[config.mk]
export PLATFORM = sky130hd
export DESIGN_NAME = gif_block_frame_counter
export DESIGN_NICKNAME = d
export VERILOG_FILES = /design/src/design/gbfc_pkg.sv /design/src/design/gbfc_walker.sv /design/src/design/gbfc_out_buf.sv /design/src/design/gif_block_frame_counter.sv
export SDC_FILE = /design/constraint.sdc
export NUM_CORES = 1
export LEC_CHECK = 0
export BUFFER_PORTS_ARGS = -buffer_cell sky130_fd_sc_hd__buf_2
export CAP_MARGIN = 25
export CELL_PAD_IN_SITES_DETAIL_PLACEMENT = 1
export CELL_PAD_IN_SITES_GLOBAL_PLACEMENT = 1
export CORE_MARGIN = 4
export CORE_UTILIZATION = 50
export DETAILED_ROUTE_END_ITERATION = 10
export PLACE_DENSITY_LB_ADDON = 0.1
export SYNTH_ARGS = -nofsm -noshare
export SYNTH_HDL_FRONTEND = slang
export SYNTH_HIERARCHICAL = 1
export SYNTH_SLANG_ARGS = --single-unit
[constraint.sdc]
create_clock -name clk_i -period 4.46 [get_ports clk_i]
set_input_delay 0.223 -clock clk_i [delete_from_list [all_inputs] [get_ports clk_i]]
set_output_delay 0.223 -clock clk_i [all_outputs]
set_load 0.01 [all_outputs]
[src/design/gbfc_pkg.sv]
// Package for the GIF block walker: phase codes, markers, error codes,
// the result beat type and the color table size function. No dependencies.
`timescale 1ns / 1ps
`default_nettype none

package gbfc_pkg;

  localparam int unsigned COUNT_WIDTH_DEF = 16;

  localparam int unsigned PHASE_W = 4;
  localparam int unsigned CNT_W   = 10;
  localparam int unsigned HPOS_W  = 4;
  localparam int unsigned ERR_W   = 3;

  localparam logic [PHASE_W-1:0] PH_HEADER   = 4'd0;
  localparam logic [PHASE_W-1:0] PH_GTABLE   = 4'd1;
  localparam logic [PHASE_W-1:0] PH_MARKER   = 4'd2;
  localparam logic [PHASE_W-1:0] PH_EXTLABEL = 4'd3;
  localparam logic [PHASE_W-1:0] PH_SUBLEN   = 4'd4;
  localparam logic [PHASE_W-1:0] PH_SUBDATA  = 4'd5;
  localparam logic [PHASE_W-1:0] PH_DESC     = 4'd6;
  localparam logic [PHASE_W-1:0] PH_LTABLE   = 4'd7;
  localparam logic [PHASE_W-1:0] PH_LZW      = 4'd8;
  localparam logic [PHASE_W-1:0] PH_DONE     = 4'd9;
  localparam logic [PHASE_W-1:0] PH_HALT     = 4'd10;

  localparam logic [ERR_W-1:0] ERR_NONE       = 3'd0;
  localparam logic [ERR_W-1:0] ERR_BAD_SIG    = 3'd1;
  localparam logic [ERR_W-1:0] ERR_TRUNCATED  = 3'd2;
  localparam logic [ERR_W-1:0] ERR_BAD_MARKER = 3'd3;
  localparam logic [ERR_W-1:0] ERR_NO_TRAILER = 3'd4;

  localparam logic [7:0] MK_TRAILER   = 8'h3b;
  localparam logic [7:0] MK_EXTENSION = 8'h21;
  localparam logic [7:0] MK_IMAGE     = 8'h2c;

  localparam logic [7:0] SIG_G = 8'h47;
  localparam logic [7:0] SIG_I = 8'h49;
  localparam logic [7:0] SIG_F = 8'h46;
  localparam logic [7:0] SIG_8 = 8'h38;
  localparam logic [7:0] SIG_7 = 8'h37;
  localparam logic [7:0] SIG_9 = 8'h39;
  localparam logic [7:0] SIG_A = 8'h61;

  // Header byte positions that carry meaning beyond the signature.
  localparam logic [HPOS_W-1:0] HP_WIDTH_LO  = 4'd6;
  localparam logic [HPOS_W-1:0] HP_WIDTH_HI  = 4'd7;
  localparam logic [HPOS_W-1:0] HP_HEIGHT_LO = 4'd8;
  localparam logic [HPOS_W-1:0] HP_HEIGHT_HI = 4'd9;
  localparam logic [HPOS_W-1:0] HP_PACKED    = 4'd10;
  localparam logic [HPOS_W-1:0] HP_LAST      = 4'd12;

  localparam logic [CNT_W-1:0] DESC_BYTES = 10'd9;

  typedef struct packed {
    logic [15:0]      frames_seen;
    logic [15:0]      image_width;
    logic [15:0]      image_height;
    logic             walk_done;
    logic [ERR_W-1:0] fault_code;
  } result_t;

  // Color table size in bytes: 3 * 2^(n+1), n from the low three bits.
  function automatic logic [CNT_W-1:0] table_bytes(input logic [7:0] packed_b);
    logic [CNT_W-1:0] entries;
    entries = CNT_W'(1) << ({1'b0, packed_b[2:0]} + 4'd1);
    return (entries << 1) + entries;
  endfunction

endpackage

`default_nettype wire

[src/design/gbfc_walker.sv]
// Byte-level walker of the GIF block structure; holds all parse state and
// forms one result per accepted byte. Depends on gbfc_pkg.
`timescale 1ns / 1ps
`default_nettype none

module gbfc_walker import gbfc_pkg::*; #(
  parameter int unsigned COUNT_WIDTH = COUNT_WIDTH_DEF
) (
  input  wire logic       clk_i,
  input  wire logic       rst_ni,
  input  wire logic       accept_i,
  input  wire logic [7:0] data_byte_i,
  input  wire logic       last_byte_i,
  output result_t         result_o
);

  logic [PHASE_W-1:0]     phase_q, phase_d;
  logic [CNT_W-1:0]       cnt_q, cnt_d;
  logic [HPOS_W-1:0]      hpos_q, hpos_d;
  logic                   in_image_q, in_image_d;
  logic [COUNT_WIDTH-1:0] frame_q, frame_d;
  logic [15:0]            width_q, width_d;
  logic [15:0]            height_q, height_d;
  logic [ERR_W-1:0]       err_q, err_d;

  logic [CNT_W-1:0]       cnt_dec;
  logic [31:0]            frame_ext;

  assign cnt_dec = cnt_q - CNT_W'(1);

  always_comb begin
    logic sig_ok;
    sig_ok     = 1'b1;
    phase_d    = phase_q;
    cnt_d      = cnt_q;
    hpos_d     = hpos_q;
    in_image_d = in_image_q;
    frame_d    = frame_q;
    width_d    = width_q;
    height_d   = height_q;
    err_d      = err_q;

    if (phase_q != PH_DONE && phase_q != PH_HALT) begin
      case (phase_q)
        PH_HEADER: begin
          case (hpos_q)
            4'd0:         sig_ok = (data_byte_i == SIG_G);
            4'd1:         sig_ok = (data_byte_i == SIG_I);
            4'd2:         sig_ok = (data_byte_i == SIG_F);
            4'd3:         sig_ok = (data_byte_i == SIG_8);
            4'd4:         sig_ok = (data_byte_i == SIG_7) || (data_byte_i == SIG_9);
            4'd5:         sig_ok = (data_byte_i == SIG_A);
            HP_WIDTH_LO:  width_d[7:0]   = data_byte_i;
            HP_WIDTH_HI:  width_d[15:8]  = data_byte_i;
            HP_HEIGHT_LO: height_d[7:0]  = data_byte_i;
            HP_HEIGHT_HI: height_d[15:8] = data_byte_i;
            HP_PACKED:    cnt_d = data_byte_i[7] ? table_bytes(data_byte_i) : '0;
            default:      sig_ok = 1'b1;
          endcase
          if (!sig_ok && err_q == ERR_NONE) begin
            err_d = ERR_BAD_SIG;
          end
          if (hpos_q >= HP_LAST) begin
            if (err_d != ERR_NONE) begin
              phase_d = PH_HALT;
            end else begin
              phase_d = (cnt_q != '0) ? PH_GTABLE : PH_MARKER;
            end
          end
          hpos_d = hpos_q + HPOS_W'(1);
        end
        PH_GTABLE: begin
          cnt_d = cnt_dec;
          if (cnt_dec == '0) begin
            phase_d = PH_MARKER;
          end
        end
        PH_MARKER: begin
          if (data_byte_i == MK_TRAILER) begin
            phase_d = PH_DONE;
          end else if (data_byte_i == MK_EXTENSION) begin
            phase_d = PH_EXTLABEL;
          end else if (data_byte_i == MK_IMAGE) begin
            cnt_d   = DESC_BYTES;
            phase_d = PH_DESC;
          end else begin
            if (err_q == ERR_NONE) begin
              err_d = ERR_BAD_MARKER;
            end
            phase_d = PH_HALT;
          end
        end
        PH_EXTLABEL: begin
          in_image_d = 1'b0;
          phase_d    = PH_SUBLEN;
        end
        PH_SUBLEN: begin
          if (data_byte_i == 8'd0) begin
            // A zero-length sub-block closes the block; it counts a frame only after image data.
            if (in_image_q && frame_q != '1) begin
              frame_d = frame_q + COUNT_WIDTH'(1);
            end
            in_image_d = 1'b0;
            phase_d    = PH_MARKER;
          end else begin
            cnt_d   = CNT_W'(data_byte_i);
            phase_d = PH_SUBDATA;
          end
        end
        PH_SUBDATA: begin
          cnt_d = cnt_dec;
          if (cnt_dec == '0) begin
            phase_d = PH_SUBLEN;
          end
        end
        PH_DESC: begin
          cnt_d = cnt_dec;
          if (cnt_dec == '0) begin
            // The final descriptor byte is the packed field.
            if (data_byte_i[7]) begin
              cnt_d   = table_bytes(data_byte_i);
              phase_d = PH_LTABLE;
            end else begin
              phase_d = PH_LZW;
            end
          end
        end
        PH_LTABLE: begin
          cnt_d = cnt_dec;
          if (cnt_dec == '0) begin
            phase_d = PH_LZW;
          end
        end
        PH_LZW: begin
          in_image_d = 1'b1;
          phase_d    = PH_SUBLEN;
        end
        default: begin
          phase_d = PH_HALT;
        end
      endcase

      if (last_byte_i && phase_d != PH_DONE && phase_d != PH_HALT) begin
        if (phase_d == PH_HEADER) begin
          err_d = ERR_TRUNCATED;
        end else if (err_d == ERR_NONE) begin
          err_d = (phase_d == PH_MARKER) ? ERR_NO_TRAILER : ERR_TRUNCATED;
        end
        phase_d = PH_HALT;
      end
    end
  end

  always_ff @(posedge clk_i or negedge rst_ni) begin
    if (!rst_ni) begin
      phase_q    <= PH_HEADER;
      cnt_q      <= '0;
      hpos_q     <= '0;
      in_image_q <= 1'b0;
      frame_q    <= '0;
      width_q    <= '0;
      height_q   <= '0;
      err_q      <= ERR_NONE;
    end else if (accept_i) begin
      phase_q    <= phase_d;
      cnt_q      <= cnt_d;
      hpos_q     <= hpos_d;
      in_image_q <= in_image_d;
      frame_q    <= frame_d;
      width_q    <= width_d;
      height_q   <= height_d;
      err_q      <= err_d;
    end
  end

  assign frame_ext = 32'(frame_d);

  always_comb begin
    result_o.frames_seen  = (frame_ext > 32'h0000_ffff) ? 16'hffff : frame_ext[15:0];
    result_o.image_width  = width_d;
    result_o.image_height = height_d;
    result_o.walk_done    = (phase_d == PH_DONE);
    result_o.fault_code   = err_d;
  end

endmodule

`default_nettype wire

[src/design/gbfc_out_buf.sv]
// Two-entry result buffer: an output register plus a skid register, so the
// walker keeps taking bytes for one beat while the sink stalls. Uses gbfc_pkg.
`timescale 1ns / 1ps
`default_nettype none

module gbfc_out_buf import gbfc_pkg::*; (
  input  wire logic clk_i,
  input  wire logic rst_ni,
  input  wire logic push_i,
  input  result_t   push_data_i,
  output logic      space_o,
  output logic      out_valid_o,
  input  wire logic out_ready_i,
  output result_t   out_data_o
);

  logic    out_valid_q, out_valid_d;
  logic    skid_valid_q, skid_valid_d;
  result_t out_q, out_d;
  result_t skid_q, skid_d;
  logic    pop;

  assign pop     = out_valid_q && out_ready_i;
  assign space_o = !skid_valid_q;

  always_comb begin
    out_valid_d  = out_valid_q;
    skid_valid_d = skid_valid_q;
    out_d        = out_q;
    skid_d       = skid_q;
    if (!out_valid_q || pop) begin
      // Output register frees up: refill from skid first to keep order.
      if (skid_valid_q) begin
        out_d        = skid_q;
        out_valid_d  = 1'b1;
        skid_valid_d = push_i;
        if (push_i) begin
          skid_d = push_data_i;
        end
      end else begin
        out_valid_d = push_i;
        if (push_i) begin
          out_d = push_data_i;
        end
      end
    end else if (push_i) begin
      skid_d       = push_data_i;
      skid_valid_d = 1'b1;
    end
  end

  always_ff @(posedge clk_i or negedge rst_ni) begin
    if (!rst_ni) begin
      out_valid_q  <= 1'b0;
      skid_valid_q <= 1'b0;
    end else begin
      out_valid_q  <= out_valid_d;
      skid_valid_q <= skid_valid_d;
    end
  end

  always_ff @(posedge clk_i) begin
    out_q  <= out_d;
    skid_q <= skid_d;
  end

  assign out_valid_o = out_valid_q;
  assign out_data_o  = out_q;

endmodule

`default_nettype wire

[src/design/gif_block_frame_counter.sv]
// Top level of the GIF block walker and frame counter: joins the walker and
// the result buffer. Depends on gbfc_pkg, gbfc_walker and gbfc_out_buf.
//
//   channel  | handshake             | payload
//   ---------+-----------------------+---------------------------------------
//   in       | in_valid_i/in_ready_o | data_byte_i, last_byte_i
//   out      | out_valid_o/out_ready_i | frames_seen_o, image_width_o,
//            |                       | image_height_o, walk_done_o, fault_code_o
//
// One byte is taken per cycle while the result buffer has space; each accepted
// beat yields one result beat, registered from the walker's next state.
// Reset returns the walker to the header phase with all counts cleared.
// A stalled sink is absorbed by a two-entry result buffer; input is held off
// only when both entries are full.
`timescale 1ns / 1ps
`default_nettype none

module gif_block_frame_counter import gbfc_pkg::*; #(
  parameter int unsigned COUNT_WIDTH = COUNT_WIDTH_DEF
) (
  input  wire logic             clk_i,
  input  wire logic             rst_ni,
  input  wire logic             in_valid_i,
  output logic                  in_ready_o,
  input  wire logic [7:0]       data_byte_i,
  input  wire logic             last_byte_i,
  output logic                  out_valid_o,
  input  wire logic             out_ready_i,
  output logic [15:0]           frames_seen_o,
  output logic [15:0]           image_width_o,
  output logic [15:0]           image_height_o,
  output logic                  walk_done_o,
  output logic [ERR_W-1:0]      fault_code_o
);

  logic    accept;
  logic    space;
  result_t step_result;
  result_t out_result;

  assign in_ready_o = space;
  assign accept     = in_valid_i && space;

  gbfc_walker #(
    .COUNT_WIDTH(COUNT_WIDTH)
  ) u_walker (
    .clk_i      (clk_i),
    .rst_ni     (rst_ni),
    .accept_i   (accept),
    .data_byte_i(data_byte_i),
    .last_byte_i(last_byte_i),
    .result_o   (step_result)
  );

  gbfc_out_buf u_out_buf (
    .clk_i      (clk_i),
    .rst_ni     (rst_ni),
    .push_i     (accept),
    .push_data_i(step_result),
    .space_o    (space),
    .out_valid_o(out_valid_o),
    .out_ready_i(out_ready_i),
    .out_data_o (out_result)
  );

  assign frames_seen_o  = out_result.frames_seen;
  assign image_width_o  = out_result.image_width;
  assign image_height_o = out_result.image_height;
  assign walk_done_o    = out_result.walk_done;
  assign fault_code_o   = out_result.fault_code;

endmodule

`default_nettype wire

==> results by stage <==
GRT:
- The initial antenna violation count is 1.
- The total congestion overflow after global routing is 0.
- The global-route wire length before repair is 36400 um.
- In the global route stage, overall resource usage came out at 0.227.
- The largest net degree at the start of global routing is 58.
- The number of global-route vias before repair is 6746.

CTS:
- For this design, the sink count on the clock tree is ~180.
- The clock passes through at most 2 buffers.
- The TritonCTS clock tree is built.
- Clock-pin slew was measured on the worst setup and hold paths at 0.07 ns.
- TritonCTS created 17 clock buffers.
- The number of buffers inserted by post-CTS setup repair is 0.
- The clock network latency to the later pin of the worst-skew pair is ~0.43 ns.
- The number of gates resized after CTS is 0.
- The cell at the root of the clock tree is sky130_fd_sc_hd__clkbuf_16.
- The number of hold-repair buffers added at the cts stage is 1.
- The clock tree synthesis step divided the H-tree into 4 levels.

Floorplanning:
- The die width is around 140 um.
- Row generation in the floorplan step produced slightly below 50 rows.
- The die is approximately 140 um tall.
- The starting density of the core is 0.509.
- The overall die area is between 20000 and 25000 sq um.
- The standard cell core area is approximately 18000 sq um.
- 67 I/O pins were placed.

Logic synthesis:
- The count of flip-flops with a built-in enable after synthesis is 104.
- In this run, synthesis produced a sequential element count of between 150 and 200.
- The instance count of the mapped netlist is 751.
- The net count after synthesis is between 700 and 800.
- Yosys mapped the design onto 75 distinct sky130hd cell types.
- The portion of the post-synthesis area used by sequential elements is 0.537.
- The cell area that synthesis handed to floorplanning was approximately 9200 sq um.
- The Yosys step of the flow raised 6 warnings.
- Each instance of the synthesized netlist takes up on average between 10 and 15 sq um.
- The fraction of registers with async set or reset after synthesis is 0.409.
- The predominant post-synthesis flop cell is sky130_fd_sc_hd__edfxtp_1.

Worst setup path:
- The slack of the worst reg-to-reg path is roughly 0.76 ns.
- The startpoint identified for the worst register-to-register timing path is u_walker/phase_q[1].
- The most critical setup path has its endpoint at u_out_buf/out_data_o[51].
- The nature of the critical path startpoint is a flip-flop.
- The worst path arrival time is around 3.9 ns.
- The critical path required time is roughly 4.7 ns.
- STA classifies the critical path endpoint as a flip-flop.
- Traced cell by cell, the critical path runs through nor4b_4 -> or4b_4 -> a311oi_4 -> and3_1 -> inv_2 -> nor2_2 -> nand3_1 -> xnor2_1 -> mux2_2.
- The critical-path maximum fanout is 20.
- In this design, the stage delay of the slowest critical-path cell is ~0.63 ns.
- Measured in cells, the most critical reg-to-reg path has a length of 9.
- The type of the setup path with the least slack is flip-flop to flip-flop.
- The most critical setup path has its startpoint at u_walker/phase_q[1].
- The worst register-to-register path ends at u_out_buf/out_data_o[51].
- The worst-path cell with the longest stage delay is sky130_fd_sc_hd__dfrtp_1.

Detailed routing:
- Once detail routing completed, the nets flagged for antenna violations numbered 0.
- After detailed routing, the average wire length per cell comes to 21.5 um.
- The routed wire length is 22500 um.
- After detailed routing, the number of remaining DRC violations is 0.
- The detailed router placed slightly above 6000 vias in this run.
- In the routed layout, each cell is associated on average with a via count of a little under 6.
- After the first detailed-routing iteration, the DRC count stood at between 300 and 400.
- The number of iterations in the first detailed-routing pass is 5.

Final layout:
- At the end of the flow the core is filled with cells to 0.568.
- The number of antenna diodes in the final layout is 0.
- The layout overhead on the synthesized area is 11.5%.
- The final-stage net count is 837.
- Of the cells placed in the final design, the portion with a size suffix greater than 1 is 0.285.

Min path:
- The number of cells traversed by the worst hold path is 3.
- The class of the tightest hold or removal check is primary input to flip-flop.

STA:
- The total negative slack is 0 ns.
- Headroom to the max-slew limit came out at 0.352.
- The number of pins with negative max-slew slack in the final report is 0.
- The hold violation total from the final report is 0.
- Between clock sinks in the finished design, the worst skew comes to between 0.01 and 0.015 ns.
- The final count of negative-setup-slack endpoints is 0.
- The slew at the pin closest to its max-slew limit is 0.963 ns.
- Subtracting the final worst setup slack from the clock period gives around 3.7 ns.
- Static timing analysis puts the maximum clock frequency at approximately 0.27 GHz.
- Setup repair after global routing left no endpoint under its margin.
- The period utilization is 0.831.

Power and ir drop:
- The analysis attributes to cell leakage a power of roughly 4.3 nW.
- VDD sags by at most around 0.50 mV.
- Power spread over the standard cell area amounts to 471 nW/um^2.

Placement:
- The number of buffers added on ports is 66.
- The routability-driven placement congestion ratio is between 0.8 and 0.9.
- The post-detailed-placement half-perimeter wirelength is approximately 15000 um.

Job:
- Max-cap violations in this run came to 0.

Outcome:
- The run finished with clean final reports.
[sequential cells by signal (all words and copies together) (netlist names)]
register	flops
u_walker/err_q	3
u_walker/height_q	16
u_out_buf/out_valid_o	1
u_out_buf/out_data_o	52
u_out_buf/skid_valid_q	1
u_walker/frame_q	16
u_walker/phase_q	4
u_walker/hpos_q	4
u_walker/in_image_q	1
u_out_buf/skid_q	52
u_walker/cnt_q	10
u_walker/width_q	16
[kinds of logic after synthesis]
| family | Yosys count | share of synthesized area |
|---|---|---|
| flip-flops | 176 | 0.537 |
| multiplexers | 112 | 0.152 |
| adder cells (fa/ha/maj) | 20 | 0.0280 |
| AND/OR/NAND/NOR | 212 | 0.121 |
| buffers and inverters | 64 | 0.0319 |
| XOR/XNOR | 44 | 0.0420 |
| AO/OA/AOI/OAI | 123 | 0.0889 |
[routing by layer]
layer / wire length (um) / track usage / share of wire
met5: 13 / 0 / 0.00058
met2: 11200 / 0.382 / 0.50
met4: 259 / 0.0595 / 0.012
met1: 10100 / 0.305 / 0.45
met3: 921 / 0.0413 / 0.041
[report_power, final]
group / switching [mW] / total (mW) / internal, mW / leakage (nW)
combinational: 0.738 / 1.22 / 0.484 / 2.00
sequential: 0.151 / 2.20 / 2.05 / 1.98
clock: 0.632 / 1.40 / 0.770 / 0.268
[critical path, delay by kind of cell, from the launching register on]
kind | cells | cell delay (ns)
flops | 1 | 0.63
xor+xnor | 1 | 0.15
compound gates | 1 | 0.40
simple gates | 5 | 1.94
buf+inv | 1 | 0.06
mux | 1 | 0.27
[synth_stat cells (7+ instances only)]
cell type / count / area (sq um)
sky130_fd_sc_hd__edfxtp_1: 104 / 3120
sky130_fd_sc_hd__dfrtp_1: 72 / 1800
sky130_fd_sc_hd__mux2_2: 71 / 800
sky130_fd_sc_hd__nand2_1: 66 / 248
sky130_fd_sc_hd__mux2_4: 37 / 556
sky130_fd_sc_hd__o21ai_0: 37 / 185
sky130_fd_sc_hd__nor2_1: 32 / 120
sky130_fd_sc_hd__xnor2_1: 32 / 280
sky130_fd_sc_hd__clkbuf_1: 30 / 113
sky130_fd_sc_hd__a21oi_1: 28 / 140
sky130_fd_sc_hd__inv_1: 22 / 82.6
sky130_fd_sc_hd__nand3_1: 19 / 95.1
sky130_fd_sc_hd__ha_1: 18 / 225
sky130_fd_sc_hd__nor3_1: 14 / 70.1
sky130_fd_sc_hd__and3_1: 12 / 75.1
sky130_fd_sc_hd__xor2_1: 12 / 105
sky130_fd_sc_hd__and2_1: 11 / 68.8
sky130_fd_sc_hd__nor2b_1: 10 / 62.6
sky130_fd_sc_hd__nand2b_1: 7 / 43.8
sky130_fd_sc_hd__nand4_1: 7 / 43.8
[layout make-up]
class	instances	area (sq um)
multi-input combinational	511	3970
fill	1846	7790
timing repair buffer	76	420
clock buffer	19	433
tap	229	287
sequential	176	4930
inverter	23	86.3
clock inverter	13	115
[how the worst min path moves through the flow]
| stage | from | endpoint | slack [ns] |
|---|---|---|---|
| after global placement | u_walker/in_image_q | u_walker/in_image_q | 0.48 |
| after floorplan | rst_ni | u_out_buf/out_valid_o | -0.07 |
| after CTS | last_byte_i | u_walker/phase_q[3] | 0.09 |
| after global routing | last_byte_i | u_walker/phase_q[3] | 0.12 |
| final | last_byte_i | u_walker/phase_q[3] | 0.12 |
| after detailed placement | rst_ni | u_out_buf/out_valid_o | 0.22 |
[per-stage QoR]
stage          power [mW]  setup slack, ns  hold WS [ns]  cell area (sq um)  cells
6_report             4.82            0.756         0.117              10200   1047
5_1_grt              5.07            0.565         0.122              10200   1047
4_1_cts              4.87            0.718        0.0939              10200   1047
3_5_place_dp         3.46            0.750         0.218               9680   1014
3_3_place_gp         3.41            0.978         0.482               9660   1013
2_1_floorplan        3.05            0.812       -0.0726               9180    751
[layout by cell type, fill, tap and decap left out, drive strengths merged, types with 5 or more instances in the layout]
master,count
a21o,5
a21oi,28
a31oi,5
and2,12
and3,12
buf,75
clkbuf,19
clkinv,9
dfrtp,72
edfxtp,104
ha,18
inv,25
mux2,108
nand2,67
nand2b,7
nand3,19
nand4,7
nor2,35
nor2b,10
nor3,15
nor4,6
o211ai,5
o21ai,39
xnor2,32
xor2,12
No activity file was read; power rests on OpenSTA's default activity.
